## src/rtl/sle_pkg.sv

```systemverilog
// shared types, codes and key decode for the serial line editor
`timescale 1ns / 1ps
`default_nettype none

package sle_pkg;

   localparam int LINE_CAPACITY_DEF = 64;
   localparam int BYTE_W  = 8;
   localparam int LEN_W   = 6;
   localparam int EVENT_W = 5;
   localparam int KEY_W   = 5;

   typedef logic [BYTE_W-1:0]  byte_type;
   typedef logic [EVENT_W-1:0] event_type;
   typedef logic [KEY_W-1:0]   key_type;

   // received bytes
   localparam byte_type CH_CTRL_A  = 8'h01;
   localparam byte_type CH_CTRL_B  = 8'h02;
   localparam byte_type CH_CTRL_C  = 8'h03;
   localparam byte_type CH_CTRL_D  = 8'h04;
   localparam byte_type CH_CTRL_E  = 8'h05;
   localparam byte_type CH_CTRL_F  = 8'h06;
   localparam byte_type CH_BS      = 8'h08;
   localparam byte_type CH_LF      = 8'h0A;
   localparam byte_type CH_CTRL_K  = 8'h0B;
   localparam byte_type CH_CTRL_L  = 8'h0C;
   localparam byte_type CH_CR      = 8'h0D;
   localparam byte_type CH_CTRL_N  = 8'h0E;
   localparam byte_type CH_CTRL_P  = 8'h10;
   localparam byte_type CH_CTRL_R  = 8'h12;
   localparam byte_type CH_CTRL_T  = 8'h14;
   localparam byte_type CH_CTRL_U  = 8'h15;
   localparam byte_type CH_CTRL_W  = 8'h17;
   localparam byte_type CH_ESC     = 8'h1B;
   localparam byte_type CH_SPACE   = 8'h20;
   localparam byte_type CH_DIGIT_1 = 8'h31;
   localparam byte_type CH_DIGIT_3 = 8'h33;
   localparam byte_type CH_DIGIT_4 = 8'h34;
   localparam byte_type CH_UPPER_A = 8'h41;
   localparam byte_type CH_UPPER_B = 8'h42;
   localparam byte_type CH_UPPER_C = 8'h43;
   localparam byte_type CH_UPPER_D = 8'h44;
   localparam byte_type CH_UPPER_F = 8'h46;
   localparam byte_type CH_UPPER_H = 8'h48;
   localparam byte_type CH_LBRACKET = 8'h5B;
   localparam byte_type CH_TILDE   = 8'h7E;
   localparam byte_type CH_DEL     = 8'h7F;

   // event codes
   localparam event_type EV_NONE      = 5'd0;
   localparam event_type EV_EMPTY     = 5'd1;
   localparam event_type EV_COMMAND   = 5'd2;
   localparam event_type EV_CHANGED   = 5'd3;
   localparam event_type EV_MOVED     = 5'd4;
   localparam event_type EV_HOME      = 5'd5;
   localparam event_type EV_END       = 5'd6;
   localparam event_type EV_PREV      = 5'd7;
   localparam event_type EV_NEXT      = 5'd8;
   localparam event_type EV_INTR      = 5'd9;
   localparam event_type EV_EOF       = 5'd10;
   localparam event_type EV_KILL      = 5'd11;
   localparam event_type EV_CLEAR     = 5'd12;
   localparam event_type EV_REDRAW    = 5'd13;
   localparam event_type EV_SWAP      = 5'd14;
   localparam event_type EV_WORD      = 5'd15;
   localparam event_type EV_CLEARLINE = 5'd16;

   // decoded keys
   localparam key_type KEY_NONE      = 5'd0;
   localparam key_type KEY_ENTER     = 5'd1;
   localparam key_type KEY_BS        = 5'd2;
   localparam key_type KEY_DEL       = 5'd3;
   localparam key_type KEY_LEFT      = 5'd4;
   localparam key_type KEY_RIGHT     = 5'd5;
   localparam key_type KEY_HOME      = 5'd6;
   localparam key_type KEY_END       = 5'd7;
   localparam key_type KEY_UP        = 5'd8;
   localparam key_type KEY_DOWN      = 5'd9;
   localparam key_type KEY_INTR      = 5'd10;
   localparam key_type KEY_CTRLD     = 5'd11;
   localparam key_type KEY_KILL      = 5'd12;
   localparam key_type KEY_CLEAR     = 5'd13;
   localparam key_type KEY_REDRAW    = 5'd14;
   localparam key_type KEY_SWAP      = 5'd15;
   localparam key_type KEY_WORD      = 5'd16;
   localparam key_type KEY_CLEARLINE = 5'd17;
   localparam key_type KEY_CHAR      = 5'd18;

   // datapath selects
   typedef logic [2:0] ptr_sel_type;
   localparam ptr_sel_type PTR_HOLD    = 3'd0;
   localparam ptr_sel_type PTR_ZERO    = 3'd1;
   localparam ptr_sel_type PTR_CUR     = 3'd2;
   localparam ptr_sel_type PTR_CUR_INC = 3'd3;
   localparam ptr_sel_type PTR_CUR_DEC = 3'd4;
   localparam ptr_sel_type PTR_LEN_DEC = 3'd5;

   typedef logic [1:0] cnt_sel_type;
   localparam cnt_sel_type CNT_HOLD        = 2'd0;
   localparam cnt_sel_type CNT_LEN         = 2'd1;
   localparam cnt_sel_type CNT_LEN_CUR     = 2'd2;
   localparam cnt_sel_type CNT_LEN_CUR_DEC = 2'd3;

   typedef logic [1:0] wr_sel_type;
   localparam wr_sel_type WR_NONE        = 2'd0;
   localparam wr_sel_type WR_BYTE_CUR    = 2'd1;
   localparam wr_sel_type WR_RDATA_CURDEC = 2'd2;
   localparam wr_sel_type WR_HOLD_CUR    = 2'd3;

   typedef logic [2:0] len_op_type;
   localparam len_op_type LEN_HOLD = 3'd0;
   localparam len_op_type LEN_INC  = 3'd1;
   localparam len_op_type LEN_DEC  = 3'd2;
   localparam len_op_type LEN_ZERO = 3'd3;
   localparam len_op_type LEN_CUR  = 3'd4;

   typedef logic [2:0] cur_op_type;
   localparam cur_op_type CUR_HOLD = 3'd0;
   localparam cur_op_type CUR_INC  = 3'd1;
   localparam cur_op_type CUR_DEC  = 3'd2;
   localparam cur_op_type CUR_ZERO = 3'd3;
   localparam cur_op_type CUR_LEN  = 3'd4;

   typedef struct packed {
      logic        byte_load;
      ptr_sel_type ptr_sel;
      cnt_sel_type cnt_sel;
      logic        walk_en;
      logic        walk_rise;
      logic        rd_step;
      logic        hold_load;
      wr_sel_type  wr_sel;
      len_op_type  len_op;
      cur_op_type  cur_op;
      logic        rsp_load;
      event_type   rsp_event;
      logic        rsp_char;
      logic        rsp_last;
   } dp_cmd_type;

   typedef struct packed {
      byte_type rx_byte;
      logic     len_zero;
      logic     cur_zero;
      logic     cur_lt_len;
      logic     len_full;
      logic     cnt_zero;
      logic     slot_free;
   } dp_status_type;

   function automatic key_type decode_normal(input byte_type b);
      key_type k;
      begin
         case (b)
            CH_CR, CH_LF: k = KEY_ENTER;
            CH_CTRL_A:    k = KEY_HOME;
            CH_CTRL_B:    k = KEY_LEFT;
            CH_CTRL_C:    k = KEY_INTR;
            CH_CTRL_D:    k = KEY_CTRLD;
            CH_CTRL_E:    k = KEY_END;
            CH_CTRL_F:    k = KEY_RIGHT;
            CH_BS, CH_DEL: k = KEY_BS;
            CH_CTRL_K:    k = KEY_KILL;
            CH_CTRL_L:    k = KEY_CLEAR;
            CH_CTRL_N:    k = KEY_DOWN;
            CH_CTRL_P:    k = KEY_UP;
            CH_CTRL_R:    k = KEY_REDRAW;
            CH_CTRL_T:    k = KEY_SWAP;
            CH_CTRL_U:    k = KEY_CLEARLINE;
            CH_CTRL_W:    k = KEY_WORD;
            default:      k = (b >= CH_SPACE && b < CH_DEL) ? KEY_CHAR : KEY_NONE;
         endcase
         return k;
      end
   endfunction

endpackage

`default_nettype wire

```

## src/rtl/sle_req_if.sv

```systemverilog
// input channel carrying received terminal bytes
`timescale 1ns / 1ps
`default_nettype none

interface sle_req_if;
   logic               valid;
   logic               ready;
   sle_pkg::byte_type  rx_byte;

   modport source (output valid, output rx_byte, input ready);
   modport sink (input valid, input rx_byte, output ready);
endinterface

`default_nettype wire

```

## src/rtl/sle_rsp_if.sv

```systemverilog
// result channel carrying editor events and command readout
`timescale 1ns / 1ps
`default_nettype none

interface sle_rsp_if;
   logic                           valid;
   logic                           ready;
   sle_pkg::event_type             event_code;
   sle_pkg::byte_type              command_char;
   logic [sle_pkg::LEN_W-1:0]      length_now;
   logic [sle_pkg::LEN_W-1:0]      cursor_now;
   logic                           last_of_run;

   modport source (output valid, output event_code, output command_char,
                   output length_now, output cursor_now, output last_of_run,
                   input ready);
   modport sink (input valid, input event_code, input command_char,
                 input length_now, input cursor_now, input last_of_run,
                 output ready);
endinterface

`default_nettype wire

```

## src/rtl/serial_line_editor_core.sv

```systemverilog
// top level of the serial line editor
//
// req_ch takes one received terminal byte per beat. rsp_ch gives the
// resulting beats: one event beat for most bytes, or, for Enter on a
// non-empty line, one command beat per stored character, the last one
// flagged by last_of_run.
// A byte is taken only while the state machine is idle, which it enters in the
// cycle after the last result of the previous byte is loaded, so no new byte is
// taken before the last one is through; a plain key goes from S_DECODE to S_EMIT.
// Insert, backspace and delete walk the line store one entry per cycle in
// S_SHIFT, then update length and cursor in S_FIX before S_EMIT; insert and
// backspace move length - cursor entries, delete one fewer.
// Swap steps through S_SWAP_A to S_SWAP_D before S_EMIT; a readout gives one
// character for each pass through S_READ and S_OUT.
// Reset clears length, cursor and the escape state; the line store itself
// is not cleared, no entry beyond the length is ever read.
// The result sits in an output register: while the receiver stalls the next
// byte is still taken and worked on, and its result waits for the register.
`timescale 1ns / 1ps
`default_nettype none

module serial_line_editor_core #(
   parameter int LINE_CAPACITY = sle_pkg::LINE_CAPACITY_DEF
) (
   input  wire          clock,
   input  wire          reset,
   sle_req_if.sink      req_ch,
   sle_rsp_if.source    rsp_ch
);

   sle_pkg::dp_cmd_type    cmd;
   sle_pkg::dp_status_type st;
   logic                   req_ready;

   sle_ctrl u_ctrl (
      .clock     (clock),
      .reset     (reset),
      .req_valid (req_ch.valid),
      .req_ready (req_ready),
      .st        (st),
      .cmd       (cmd)
   );

   sle_datapath #(
      .LINE_CAPACITY (LINE_CAPACITY)
   ) u_datapath (
      .clock     (clock),
      .reset     (reset),
      .cmd       (cmd),
      .st        (st),
      .rx_byte   (req_ch.rx_byte),
      .rsp_ready (rsp_ch.ready),
      .rsp_valid (rsp_ch.valid),
      .rsp_event (rsp_ch.event_code),
      .rsp_char  (rsp_ch.command_char),
      .rsp_len   (rsp_ch.length_now),
      .rsp_cur   (rsp_ch.cursor_now),
      .rsp_last  (rsp_ch.last_of_run)
   );

   assign req_ch.ready = req_ready;

endmodule

`default_nettype wire

```

## src/rtl/sle_datapath.sv

```systemverilog
// line store, length, cursor, walk pointer and result register
`timescale 1ns / 1ps
`default_nettype none

module sle_datapath #(
   parameter int LINE_CAPACITY = sle_pkg::LINE_CAPACITY_DEF
) (
   input  wire                            clock,
   input  wire                            reset,
   input  sle_pkg::dp_cmd_type            cmd,
   output sle_pkg::dp_status_type         st,
   input  sle_pkg::byte_type              rx_byte,
   input  wire                            rsp_ready,
   output logic                           rsp_valid,
   output sle_pkg::event_type             rsp_event,
   output sle_pkg::byte_type              rsp_char,
   output logic [sle_pkg::LEN_W-1:0]      rsp_len,
   output logic [sle_pkg::LEN_W-1:0]      rsp_cur,
   output logic                           rsp_last
);

   localparam int IDX_W = $clog2(LINE_CAPACITY);
   localparam logic [IDX_W-1:0] FULL_LEN = IDX_W'(LINE_CAPACITY - 1);
   localparam logic [IDX_W-1:0] ONE = IDX_W'(1);

   sle_pkg::byte_type line_mem [LINE_CAPACITY];

   logic [IDX_W-1:0]  len_ff, len_in;
   logic [IDX_W-1:0]  cur_ff, cur_in;
   logic [IDX_W-1:0]  ptr_ff, ptr_in;
   logic [IDX_W-1:0]  cnt_ff, cnt_in;
   logic [IDX_W-1:0]  wr_dest_ff, wr_dest_in;
   logic              wr_pend_ff, wr_pend_in;
   sle_pkg::byte_type byte_ff, rd_data_ff, hold_ff;
   logic              rsp_valid_ff, rsp_valid_in;
   sle_pkg::event_type rsp_event_ff;
   sle_pkg::byte_type rsp_char_ff;
   logic [sle_pkg::LEN_W-1:0] rsp_len_ff, rsp_cur_ff;
   logic              rsp_last_ff;

   logic              cnt_zero;
   logic              walk_go;
   logic              rd_en;
   logic              wr_en;
   logic [IDX_W-1:0]  wr_addr;
   sle_pkg::byte_type wr_data;
   logic              slot_free;

   assign cnt_zero  = (cnt_ff == '0);
   assign walk_go   = cmd.walk_en && !cnt_zero;
   assign rd_en     = walk_go || cmd.rd_step;
   assign slot_free = !rsp_valid_ff || rsp_ready;

   always_comb begin
      ptr_in = ptr_ff;
      case (cmd.ptr_sel)
         sle_pkg::PTR_ZERO:    ptr_in = '0;
         sle_pkg::PTR_CUR:     ptr_in = cur_ff;
         sle_pkg::PTR_CUR_INC: ptr_in = cur_ff + ONE;
         sle_pkg::PTR_CUR_DEC: ptr_in = cur_ff - ONE;
         sle_pkg::PTR_LEN_DEC: ptr_in = len_ff - ONE;
         default:              ptr_in = ptr_ff;
      endcase
      if (walk_go) begin
         ptr_in = cmd.walk_rise ? (ptr_ff - ONE) : (ptr_ff + ONE);
      end else if (cmd.rd_step) begin
         ptr_in = ptr_ff + ONE;
      end
   end

   always_comb begin
      cnt_in = cnt_ff;
      case (cmd.cnt_sel)
         sle_pkg::CNT_LEN:         cnt_in = len_ff;
         sle_pkg::CNT_LEN_CUR:     cnt_in = len_ff - cur_ff;
         sle_pkg::CNT_LEN_CUR_DEC: cnt_in = len_ff - cur_ff - ONE;
         default:                  cnt_in = cnt_ff;
      endcase
      if (rd_en && !cnt_zero) begin
         cnt_in = cnt_ff - ONE;
      end
   end

   assign wr_pend_in = walk_go;
   assign wr_dest_in = cmd.walk_rise ? (ptr_ff + ONE) : (ptr_ff - ONE);

   always_comb begin
      wr_en   = 1'b0;
      wr_addr = cur_ff;
      wr_data = byte_ff;
      if (wr_pend_ff) begin
         wr_en   = 1'b1;
         wr_addr = wr_dest_ff;
         wr_data = rd_data_ff;
      end else begin
         case (cmd.wr_sel)
            sle_pkg::WR_BYTE_CUR: begin
               wr_en   = 1'b1;
               wr_addr = cur_ff;
               wr_data = byte_ff;
            end
            sle_pkg::WR_RDATA_CURDEC: begin
               wr_en   = 1'b1;
               wr_addr = cur_ff - ONE;
               wr_data = rd_data_ff;
            end
            sle_pkg::WR_HOLD_CUR: begin
               wr_en   = 1'b1;
               wr_addr = cur_ff;
               wr_data = hold_ff;
            end
            default: wr_en = 1'b0;
         endcase
      end
   end

   always_comb begin
      len_in = len_ff;
      case (cmd.len_op)
         sle_pkg::LEN_INC:  len_in = len_ff + ONE;
         sle_pkg::LEN_DEC:  len_in = len_ff - ONE;
         sle_pkg::LEN_ZERO: len_in = '0;
         sle_pkg::LEN_CUR:  len_in = cur_ff;
         default:           len_in = len_ff;
      endcase
   end

   always_comb begin
      cur_in = cur_ff;
      case (cmd.cur_op)
         sle_pkg::CUR_INC:  cur_in = cur_ff + ONE;
         sle_pkg::CUR_DEC:  cur_in = cur_ff - ONE;
         sle_pkg::CUR_ZERO: cur_in = '0;
         sle_pkg::CUR_LEN:  cur_in = len_ff;
         default:           cur_in = cur_ff;
      endcase
   end

   always_comb begin
      rsp_valid_in = rsp_valid_ff;
      if (cmd.rsp_load) begin
         rsp_valid_in = 1'b1;
      end else if (rsp_ready) begin
         rsp_valid_in = 1'b0;
      end
   end

   // line store
   always_ff @(posedge clock) begin
      if (wr_en) begin
         line_mem[wr_addr] <= wr_data;
      end
   end

   always_ff @(posedge clock) begin
      if (rd_en) begin
         rd_data_ff <= line_mem[ptr_ff];
      end
   end

   always_ff @(posedge clock) begin
      if (reset) begin
         len_ff       <= '0;
         cur_ff       <= '0;
         wr_pend_ff   <= 1'b0;
         rsp_valid_ff <= 1'b0;
      end else begin
         len_ff       <= len_in;
         cur_ff       <= cur_in;
         wr_pend_ff   <= wr_pend_in;
         rsp_valid_ff <= rsp_valid_in;
      end
   end

   always_ff @(posedge clock) begin
      ptr_ff     <= ptr_in;
      cnt_ff     <= cnt_in;
      wr_dest_ff <= wr_dest_in;
      if (cmd.byte_load) begin
         byte_ff <= rx_byte;
      end
      if (cmd.hold_load) begin
         hold_ff <= rd_data_ff;
      end
      if (cmd.rsp_load) begin
         rsp_event_ff <= cmd.rsp_event;
         rsp_char_ff  <= cmd.rsp_char ? rd_data_ff : '0;
         rsp_len_ff   <= sle_pkg::LEN_W'(len_ff);
         rsp_cur_ff   <= sle_pkg::LEN_W'(cur_ff);
         rsp_last_ff  <= cmd.rsp_last;
      end
   end

   assign st.rx_byte    = byte_ff;
   assign st.len_zero   = (len_ff == '0);
   assign st.cur_zero   = (cur_ff == '0);
   assign st.cur_lt_len = (cur_ff < len_ff);
   assign st.len_full   = (len_ff >= FULL_LEN);
   assign st.cnt_zero   = cnt_zero;
   assign st.slot_free  = slot_free;

   assign rsp_valid = rsp_valid_ff;
   assign rsp_event = rsp_event_ff;
   assign rsp_char  = rsp_char_ff;
   assign rsp_len   = rsp_len_ff;
   assign rsp_cur   = rsp_cur_ff;
   assign rsp_last  = rsp_last_ff;

endmodule

`default_nettype wire

```

## src/rtl/sle_ctrl.sv

```systemverilog
// escape decoder and sequencing state machine
`timescale 1ns / 1ps
`default_nettype none

module sle_ctrl (
   input  wire                        clock,
   input  wire                        reset,
   input  wire                        req_valid,
   output logic                       req_ready,
   input  sle_pkg::dp_status_type     st,
   output sle_pkg::dp_cmd_type        cmd
);

   localparam logic [3:0] S_IDLE   = 4'd0;
   localparam logic [3:0] S_DECODE = 4'd1;
   localparam logic [3:0] S_SHIFT  = 4'd2;
   localparam logic [3:0] S_FIX    = 4'd3;
   localparam logic [3:0] S_SWAP_A = 4'd4;
   localparam logic [3:0] S_SWAP_B = 4'd5;
   localparam logic [3:0] S_SWAP_C = 4'd6;
   localparam logic [3:0] S_SWAP_D = 4'd7;
   localparam logic [3:0] S_READ   = 4'd8;
   localparam logic [3:0] S_OUT    = 4'd9;
   localparam logic [3:0] S_EMIT   = 4'd10;

   localparam logic [1:0] PH_NORMAL  = 2'd0;
   localparam logic [1:0] PH_ESC     = 2'd1;
   localparam logic [1:0] PH_BRACKET = 2'd2;
   localparam logic [1:0] PH_TILDE   = 2'd3;

   logic [3:0]          state_ff, state_in;
   logic [1:0]          phase_ff, phase_in;
   sle_pkg::event_type  ev_ff, ev_in;
   sle_pkg::key_type    op_ff, op_in;
   sle_pkg::key_type    key_now;
   logic [1:0]          phase_now;

   // key and escape phase from the latched byte
   always_comb begin
      key_now   = sle_pkg::KEY_NONE;
      phase_now = PH_NORMAL;
      case (phase_ff)
         PH_ESC: begin
            phase_now = (st.rx_byte == sle_pkg::CH_LBRACKET) ? PH_BRACKET : PH_NORMAL;
         end
         PH_BRACKET: begin
            case (st.rx_byte)
               sle_pkg::CH_UPPER_A: key_now = sle_pkg::KEY_UP;
               sle_pkg::CH_UPPER_B: key_now = sle_pkg::KEY_DOWN;
               sle_pkg::CH_UPPER_C: key_now = sle_pkg::KEY_RIGHT;
               sle_pkg::CH_UPPER_D: key_now = sle_pkg::KEY_LEFT;
               sle_pkg::CH_UPPER_H: key_now = sle_pkg::KEY_HOME;
               sle_pkg::CH_UPPER_F: key_now = sle_pkg::KEY_END;
               sle_pkg::CH_DIGIT_1: begin
                  key_now   = sle_pkg::KEY_HOME;
                  phase_now = PH_TILDE;
               end
               sle_pkg::CH_DIGIT_3: begin
                  key_now   = sle_pkg::KEY_DEL;
                  phase_now = PH_TILDE;
               end
               sle_pkg::CH_DIGIT_4: begin
                  key_now   = sle_pkg::KEY_END;
                  phase_now = PH_TILDE;
               end
               default: key_now = sle_pkg::KEY_NONE;
            endcase
         end
         PH_TILDE: begin
            if (st.rx_byte != sle_pkg::CH_TILDE) begin
               key_now   = sle_pkg::decode_normal(st.rx_byte);
               phase_now = (st.rx_byte == sle_pkg::CH_ESC) ? PH_ESC : PH_NORMAL;
            end
         end
         default: begin
            key_now   = sle_pkg::decode_normal(st.rx_byte);
            phase_now = (st.rx_byte == sle_pkg::CH_ESC) ? PH_ESC : PH_NORMAL;
         end
      endcase
   end

   assign req_ready = (state_ff == S_IDLE);

   always_comb begin
      state_in = state_ff;
      phase_in = phase_ff;
      ev_in    = ev_ff;
      op_in    = op_ff;
      cmd      = '0;
      case (state_ff)
         S_IDLE: begin
            if (req_valid) begin
               cmd.byte_load = 1'b1;
               state_in      = S_DECODE;
            end
         end
         S_DECODE: begin
            phase_in = phase_now;
            op_in    = key_now;
            ev_in    = sle_pkg::EV_NONE;
            state_in = S_EMIT;
            case (key_now)
               sle_pkg::KEY_ENTER: begin
                  if (st.len_zero) begin
                     ev_in = sle_pkg::EV_EMPTY;
                  end else begin
                     cmd.ptr_sel = sle_pkg::PTR_ZERO;
                     cmd.cnt_sel = sle_pkg::CNT_LEN;
                     cmd.len_op  = sle_pkg::LEN_ZERO;
                     cmd.cur_op  = sle_pkg::CUR_ZERO;
                     state_in    = S_READ;
                  end
               end
               sle_pkg::KEY_BS: begin
                  if (!st.cur_zero) begin
                     cmd.ptr_sel = sle_pkg::PTR_CUR;
                     cmd.cnt_sel = sle_pkg::CNT_LEN_CUR;
                     ev_in       = sle_pkg::EV_CHANGED;
                     state_in    = S_SHIFT;
                  end
               end
               sle_pkg::KEY_DEL, sle_pkg::KEY_CTRLD: begin
                  if (key_now == sle_pkg::KEY_CTRLD && st.len_zero) begin
                     ev_in = sle_pkg::EV_EOF;
                  end else if (st.cur_lt_len) begin
                     cmd.ptr_sel = sle_pkg::PTR_CUR_INC;
                     cmd.cnt_sel = sle_pkg::CNT_LEN_CUR_DEC;
                     ev_in       = sle_pkg::EV_CHANGED;
                     state_in    = S_SHIFT;
                  end
               end
               sle_pkg::KEY_LEFT: begin
                  if (!st.cur_zero) begin
                     cmd.cur_op = sle_pkg::CUR_DEC;
                     ev_in      = sle_pkg::EV_MOVED;
                  end
               end
               sle_pkg::KEY_RIGHT: begin
                  if (st.cur_lt_len) begin
                     cmd.cur_op = sle_pkg::CUR_INC;
                     ev_in      = sle_pkg::EV_MOVED;
                  end
               end
               sle_pkg::KEY_HOME: begin
                  if (!st.cur_zero) begin
                     cmd.cur_op = sle_pkg::CUR_ZERO;
                     ev_in      = sle_pkg::EV_HOME;
                  end
               end
               sle_pkg::KEY_END: begin
                  if (st.cur_lt_len) begin
                     cmd.cur_op = sle_pkg::CUR_LEN;
                     ev_in      = sle_pkg::EV_END;
                  end
               end
               sle_pkg::KEY_UP:        ev_in = sle_pkg::EV_PREV;
               sle_pkg::KEY_DOWN:      ev_in = sle_pkg::EV_NEXT;
               sle_pkg::KEY_INTR:      ev_in = sle_pkg::EV_INTR;
               sle_pkg::KEY_CLEAR:     ev_in = sle_pkg::EV_CLEAR;
               sle_pkg::KEY_REDRAW:    ev_in = sle_pkg::EV_REDRAW;
               sle_pkg::KEY_WORD:      ev_in = sle_pkg::EV_WORD;
               sle_pkg::KEY_CLEARLINE: ev_in = sle_pkg::EV_CLEARLINE;
               sle_pkg::KEY_KILL: begin
                  if (st.cur_lt_len) begin
                     cmd.len_op = sle_pkg::LEN_CUR;
                     ev_in      = sle_pkg::EV_KILL;
                  end
               end
               sle_pkg::KEY_SWAP: begin
                  if (!st.cur_zero && st.cur_lt_len) begin
                     cmd.ptr_sel = sle_pkg::PTR_CUR_DEC;
                     ev_in       = sle_pkg::EV_SWAP;
                     state_in    = S_SWAP_A;
                  end
               end
               sle_pkg::KEY_CHAR: begin
                  if (!st.len_full) begin
                     cmd.ptr_sel = sle_pkg::PTR_LEN_DEC;
                     cmd.cnt_sel = sle_pkg::CNT_LEN_CUR;
                     ev_in       = sle_pkg::EV_CHANGED;
                     state_in    = S_SHIFT;
                  end
               end
               default: ev_in = sle_pkg::EV_NONE;
            endcase
         end
         S_SHIFT: begin
            cmd.walk_en   = 1'b1;
            cmd.walk_rise = (op_ff == sle_pkg::KEY_CHAR);
            if (st.cnt_zero) begin
               state_in = S_FIX;
            end
         end
         S_FIX: begin
            state_in = S_EMIT;
            case (op_ff)
               sle_pkg::KEY_CHAR: begin
                  cmd.wr_sel = sle_pkg::WR_BYTE_CUR;
                  cmd.len_op = sle_pkg::LEN_INC;
                  cmd.cur_op = sle_pkg::CUR_INC;
               end
               sle_pkg::KEY_BS: begin
                  cmd.len_op = sle_pkg::LEN_DEC;
                  cmd.cur_op = sle_pkg::CUR_DEC;
               end
               default: cmd.len_op = sle_pkg::LEN_DEC;
            endcase
         end
         S_SWAP_A: begin
            cmd.rd_step = 1'b1;
            state_in    = S_SWAP_B;
         end
         S_SWAP_B: begin
            cmd.rd_step   = 1'b1;
            cmd.hold_load = 1'b1;
            state_in      = S_SWAP_C;
         end
         S_SWAP_C: begin
            cmd.wr_sel = sle_pkg::WR_RDATA_CURDEC;
            state_in   = S_SWAP_D;
         end
         S_SWAP_D: begin
            cmd.wr_sel = sle_pkg::WR_HOLD_CUR;
            cmd.cur_op = sle_pkg::CUR_INC;
            state_in   = S_EMIT;
         end
         S_READ: begin
            cmd.rd_step = 1'b1;
            state_in    = S_OUT;
         end
         S_OUT: begin
            if (st.slot_free) begin
               cmd.rsp_load  = 1'b1;
               cmd.rsp_event = sle_pkg::EV_COMMAND;
               cmd.rsp_char  = 1'b1;
               cmd.rsp_last  = st.cnt_zero;
               state_in      = st.cnt_zero ? S_IDLE : S_READ;
            end
         end
         S_EMIT: begin
            if (st.slot_free) begin
               cmd.rsp_load  = 1'b1;
               cmd.rsp_event = ev_ff;
               cmd.rsp_last  = 1'b1;
               state_in      = S_IDLE;
            end
         end
         default: state_in = S_IDLE;
      endcase
   end

   always_ff @(posedge clock) begin
      if (reset) begin
         state_ff <= S_IDLE;
         phase_ff <= PH_NORMAL;
         ev_ff    <= sle_pkg::EV_NONE;
         op_ff    <= sle_pkg::KEY_NONE;
      end else begin
         state_ff <= state_in;
         phase_ff <= phase_in;
         ev_ff    <= ev_in;
         op_ff    <= op_in;
      end
   end

endmodule

`default_nettype wire
```

## src/flat_wrapper.sv

```systemverilog
// flat-port wrapper written by rule: the top's interface ports become plain ports
module serial_line_editor_core_flat 
#(
   parameter int LINE_CAPACITY = sle_pkg::LINE_CAPACITY_DEF
)
  (clock, reset, req_ch_valid, req_ch_rx_byte, req_ch_ready, rsp_ch_valid, rsp_ch_event_code, rsp_ch_command_char, rsp_ch_length_now, rsp_ch_cursor_now, rsp_ch_last_of_run, rsp_ch_ready);
  sle_req_if req_ch_i ();
  sle_rsp_if rsp_ch_i ();
  input  wire clock;
  input  wire reset;
  input wire logic [$bits(req_ch_i.valid)-1:0] req_ch_valid;
  input wire logic [$bits(req_ch_i.rx_byte)-1:0] req_ch_rx_byte;
  output wire logic [$bits(req_ch_i.ready)-1:0] req_ch_ready;
  output wire logic [$bits(rsp_ch_i.valid)-1:0] rsp_ch_valid;
  output wire logic [$bits(rsp_ch_i.event_code)-1:0] rsp_ch_event_code;
  output wire logic [$bits(rsp_ch_i.command_char)-1:0] rsp_ch_command_char;
  output wire logic [$bits(rsp_ch_i.length_now)-1:0] rsp_ch_length_now;
  output wire logic [$bits(rsp_ch_i.cursor_now)-1:0] rsp_ch_cursor_now;
  output wire logic [$bits(rsp_ch_i.last_of_run)-1:0] rsp_ch_last_of_run;
  input wire logic [$bits(rsp_ch_i.ready)-1:0] rsp_ch_ready;
  assign req_ch_i.valid = req_ch_valid;
  assign req_ch_i.rx_byte = req_ch_rx_byte;
  assign req_ch_ready = req_ch_i.ready;
  assign rsp_ch_valid = rsp_ch_i.valid;
  assign rsp_ch_event_code = rsp_ch_i.event_code;
  assign rsp_ch_command_char = rsp_ch_i.command_char;
  assign rsp_ch_length_now = rsp_ch_i.length_now;
  assign rsp_ch_cursor_now = rsp_ch_i.cursor_now;
  assign rsp_ch_last_of_run = rsp_ch_i.last_of_run;
  assign rsp_ch_i.ready = rsp_ch_ready;
  serial_line_editor_core #(.LINE_CAPACITY(LINE_CAPACITY)) u_core (.clock(clock), .reset(reset), .req_ch(req_ch_i), .rsp_ch(rsp_ch_i));
endmodule
```

## config.mk

```make
export PLATFORM = sky130hd
export DESIGN_NAME = serial_line_editor_core_flat
export DESIGN_NICKNAME = d
export VERILOG_FILES = /design/src/rtl/sle_pkg.sv /design/src/rtl/sle_req_if.sv /design/src/rtl/sle_rsp_if.sv /design/src/rtl/serial_line_editor_core.sv /design/src/rtl/sle_datapath.sv /design/src/rtl/sle_ctrl.sv /design/src/flat_wrapper.sv
export SDC_FILE = /design/constraint.sdc
export NUM_CORES = 1
export LEC_CHECK = 0
export CORE_MARGIN = 2
export CORE_UTILIZATION = 55
export DETAILED_ROUTE_END_ITERATION = 16
export DONT_BUFFER_PORTS = 1
export PLACE_DENSITY = 0.7
export RECOVER_POWER = 50
export SYNTH_ARGS = -nofsm -noshare
export SYNTH_HDL_FRONTEND = slang
export SYNTH_SLANG_ARGS = --single-unit
export TNS_END_PERCENT = 50
```

## constraint.sdc

```tcl
create_clock -name clock -period 9.9 [get_ports clock]
set_clock_uncertainty 0.1 [all_clocks]
set_input_delay 0.99 -clock clock [delete_from_list [all_inputs] [get_ports clock]]
set_output_delay 0.99 -clock clock [all_outputs]
set_load 0.03 [all_outputs]
```

==> flow_summary.toml <==
[floorplan]
rows = 80
die_h_microns = 223
ioPinCount = 40
core_area_sq_um = 47500
start_util_pct = 55.4
fp.dieW_microns = 223
design.die.area_sq_um = 49600

[global_route]
grt_pass1_vias = 14280
grt_max_degree = 135
grt_remaining_overflow = 0
antenna_found_initial = 1
grt_pass1_wl_microns = 91100
grt_usage_pct = 24.6

[sta]
rsz0062_at_grt = "no"
drv_slew = 663
worst-slew-pin-transition_ns = 4.36
setup_viol = 0
layout_setup_ws_ns = 4.15
relSlewSlack_pct = -190
min_period_ns = 5.75
hold_ws_ns = 0.331
final.setup.tns_ns = 0
finalCritPeriodShare_pct = 58.0
hold_viol = 0
max_freq_ghz = 0.174

[clock_network]
ctsResizeCount = 0
cts_buffers = 60
cts.sinks = 610
max-clock-path-buffers = 3
root_buffer = "clkbuf_16"
cts.clk_slew.worst_paths_ns = 0.06
cts_max_level = 2
postCtsSetupBuffers = 0
clock_latency_ns = 0.65
cts_tree = "built"
hold_buffers = 0

[logic_synthesis]
synth_top_area_cell = "edfxtp_1"
synth-seq-cells = 610
syn-num-nets = 1611
synth_cell_type_count = 93
ys_seq_area_share_pct = 68.2
synth-edff-count = 574
synth_top_cell_area_share_pct = 65.5
synth_cells = 1582
synthTopCellsByArea = "edfxtp_1 65%, mux4_2 14%, dfxtp_1 2.7%"
async_flop_share_pct = 0
syn_area_sq_um = 26300
yosysWarnings = 0
syn_avg_cell_area_sq_um = 16.6
synth_flop_cell = "edfxtp_1"

[critical_path]
reg2reg_depth = 4
r2r_start = "u_core.u_datapath.ptr_ff[0]"
reg2reg_to = "u_core.u_datapath.rd_data_ff[5]"
cp_data_arrival_time_ns = 6.00
critical_path_class = "flip-flop to flip-flop"
crit_fanout = 115
rrSetupSlack_ns = 4.15
cpMostUsedCell = "mux4_2"
slowest_delay_ns = 2.94
crit_path_start_kind = "flip-flop"
end_kind = "flip-flop"
crit_required_ns = 10.16
slowest_stage = "clkbuf_2"
worstPathCellList = "clkbuf_2 -> mux4_2 -> mux4_2 -> mux4_2"

[detailed_routing]
wl_microns = 59900
dr.pass1.iters = 6
via_per_inst = 6.47
vias = 14444
drc = 0
wl_per_cell_microns = 26.8
drtIter0Drc = 1656
antenna_left = 0

[finish]
multi_input_area_sq_um = 7880
drive_gt1_share_pct = 17.9
nNetsFinal = 1597
seqCellArea_sq_um = 18000
fill_cells = 3395
area_delta_synth_final_pct = 8.96

[placed_design]
io_buffers = 0
place_congestion = 0.914
dp_hpwl_microns = 37800
dp_slack_ns = 5.33

[outcome]
violations = "max-capacitance violations, max-slew violations"
status = "finished, violations left"

[power]
power_leakage_nw = 9.01
peakVddDrop_uv = 229
power_density_nw_per_um2 = 286

[flow_run]
cap_violations = 10

[min_path]
holdCritPathClass = "primary input to flip-flop"
worstHoldPathCells = 1
hp-start = "reset"
whs_endpoint = "u_core.u_datapath.rsp_valid"
## cells in the final DEF, fill, tap and decap left out, types with 13 or more instances in the layout
cell,netlist,final
clkbuf_1,54,18
a21oi_1,51,51
edfxtp_1,574,574
clkinv_2,0,14
inv_1,35,35
dfxtp_1,36,36
nand2_1,94,94
nor2_1,140,141
ha_1,16,16
nand3_1,41,41
nand2b_1,13,13
mux4_2,168,168
nor3_1,27,27
o21ai_0,27,27
clkbuf_16,0,60
and2_0,1,13
xnor2_1,25,25
## how the worst max path moves through the flow
| stage | startpoint | to | depth (start not counted) |
|---|---|---|---|
| after floorplan | u_core.u_datapath.cur_ff[3] | u_core.u_datapath.cnt_ff[1] | 16 |
| after global placement | u_core.u_datapath.cur_ff[2] | u_core.u_datapath.cnt_ff[1] | 15 |
| after detailed placement | u_core.u_datapath.cur_ff[2] | u_core.u_datapath.cnt_ff[1] | 15 |
| after CTS | u_core.u_datapath.cur_ff[2] | u_core.u_datapath.cnt_ff[1] | 15 |
| after global routing | u_core.u_datapath.ptr_ff[0] | u_core.u_datapath.rd_data_ff[5] | 4 |
| final | u_core.u_datapath.ptr_ff[0] | u_core.u_datapath.rd_data_ff[5] | 4 |
## routing by layer
metal	wire (microns)	vias to the layer above	track usage (%)	share of wire, %
met4	1790	0	8.25	3.0
met3	3950	99	3.61	6.6
met2	29600	592	40.3	49
met5	0	-	0	0
li1	-	6317	-	-
met1	24500	7436	34.4	41
## cells in the mapped netlist (all sizes together), types with 7 or more instances
library cell	instances
clkbuf	54
inv	35
nand2b	13
buf	31
o21ai	33
nand2	96
a222oi	8
a21oi	51
xnor2	25
mux4	168
ha	16
dfxtp	36
nor3	29
and3	9
a21o	7
xor2	10
or2	7
nor2	144
a211oi	7
a31oi	9
nand3	41
a22oi	11
and2	19
o31ai	8
nor4	8
o22ai	8
edfxtp	574
o221ai	8
nor2b	12
o21a	10
## per-stage QoR
stage,util (%),cell area (sq um),power (mW),std cells
3_3_place_gp,56.5,26900,6.01,2121
5_1_grt,60.3,28700,8.54,2231
6_report,60.4,28700,8.21,2232
3_5_place_dp,56.5,26900,6.05,2121
2_1_floorplan,-,26300,5.24,1582
4_1_cts,60.4,28700,8.20,2231
## cell type report
class | count | share of cell area (%)
clock inverters | 34 | 1.10
well taps | 615 | 2.68
multi-input cells | 851 | 27.5
flip-flops and latches | 610 | 62.6
clock buffers | 76 | 5.44
repair buffers | 9 | 0.244
inverters | 36 | 0.471
diodes | 1 | 0.00872
## kinds of logic (layout without fill, tap and decap cells)
family | Yosys count | count (layout) | synth area share [%]
AO/OA/AOI/OAI | 207 | 207 | 5.51
XOR/XNOR | 35 | 35 | 1.16
adder cells (fa/ha/maj) | 17 | 17 | 0.836
buffers and inverters | 121 | 155 | 1.81
flip-flops | 610 | 610 | 68.2
multiplexers | 174 | 174 | 14.6
other | 0 | 1 | 0
AND/OR/NAND/NOR | 418 | 418 | 7.89
## power breakdown
group	internal (mW)	total [mW]	switching, mW
Combinational	1.08	2.57	1.49
Clock	1.20	2.17	0.968
Sequential	3.28	3.47	0.193
## flip-flops by register name (all words and copies together), names as in the netlist, 8 cells and up
signal	cells
u_core.u_datapath.line_mem	512
u_core.u_datapath.byte_ff	8
u_core.u_datapath.hold_ff	8
u_core.u_datapath.rd_data_ff	8
u_core.u_datapath.rsp_char	8
## worst max-delay path: cells and delay by family (launching register included)
family | cells | cell delay [ns]
flops | 1 | 0.35
mux | 3 | 1.92
buf+inv | 1 | 2.94
Note: power is estimated with default switching activity, not from simulation.
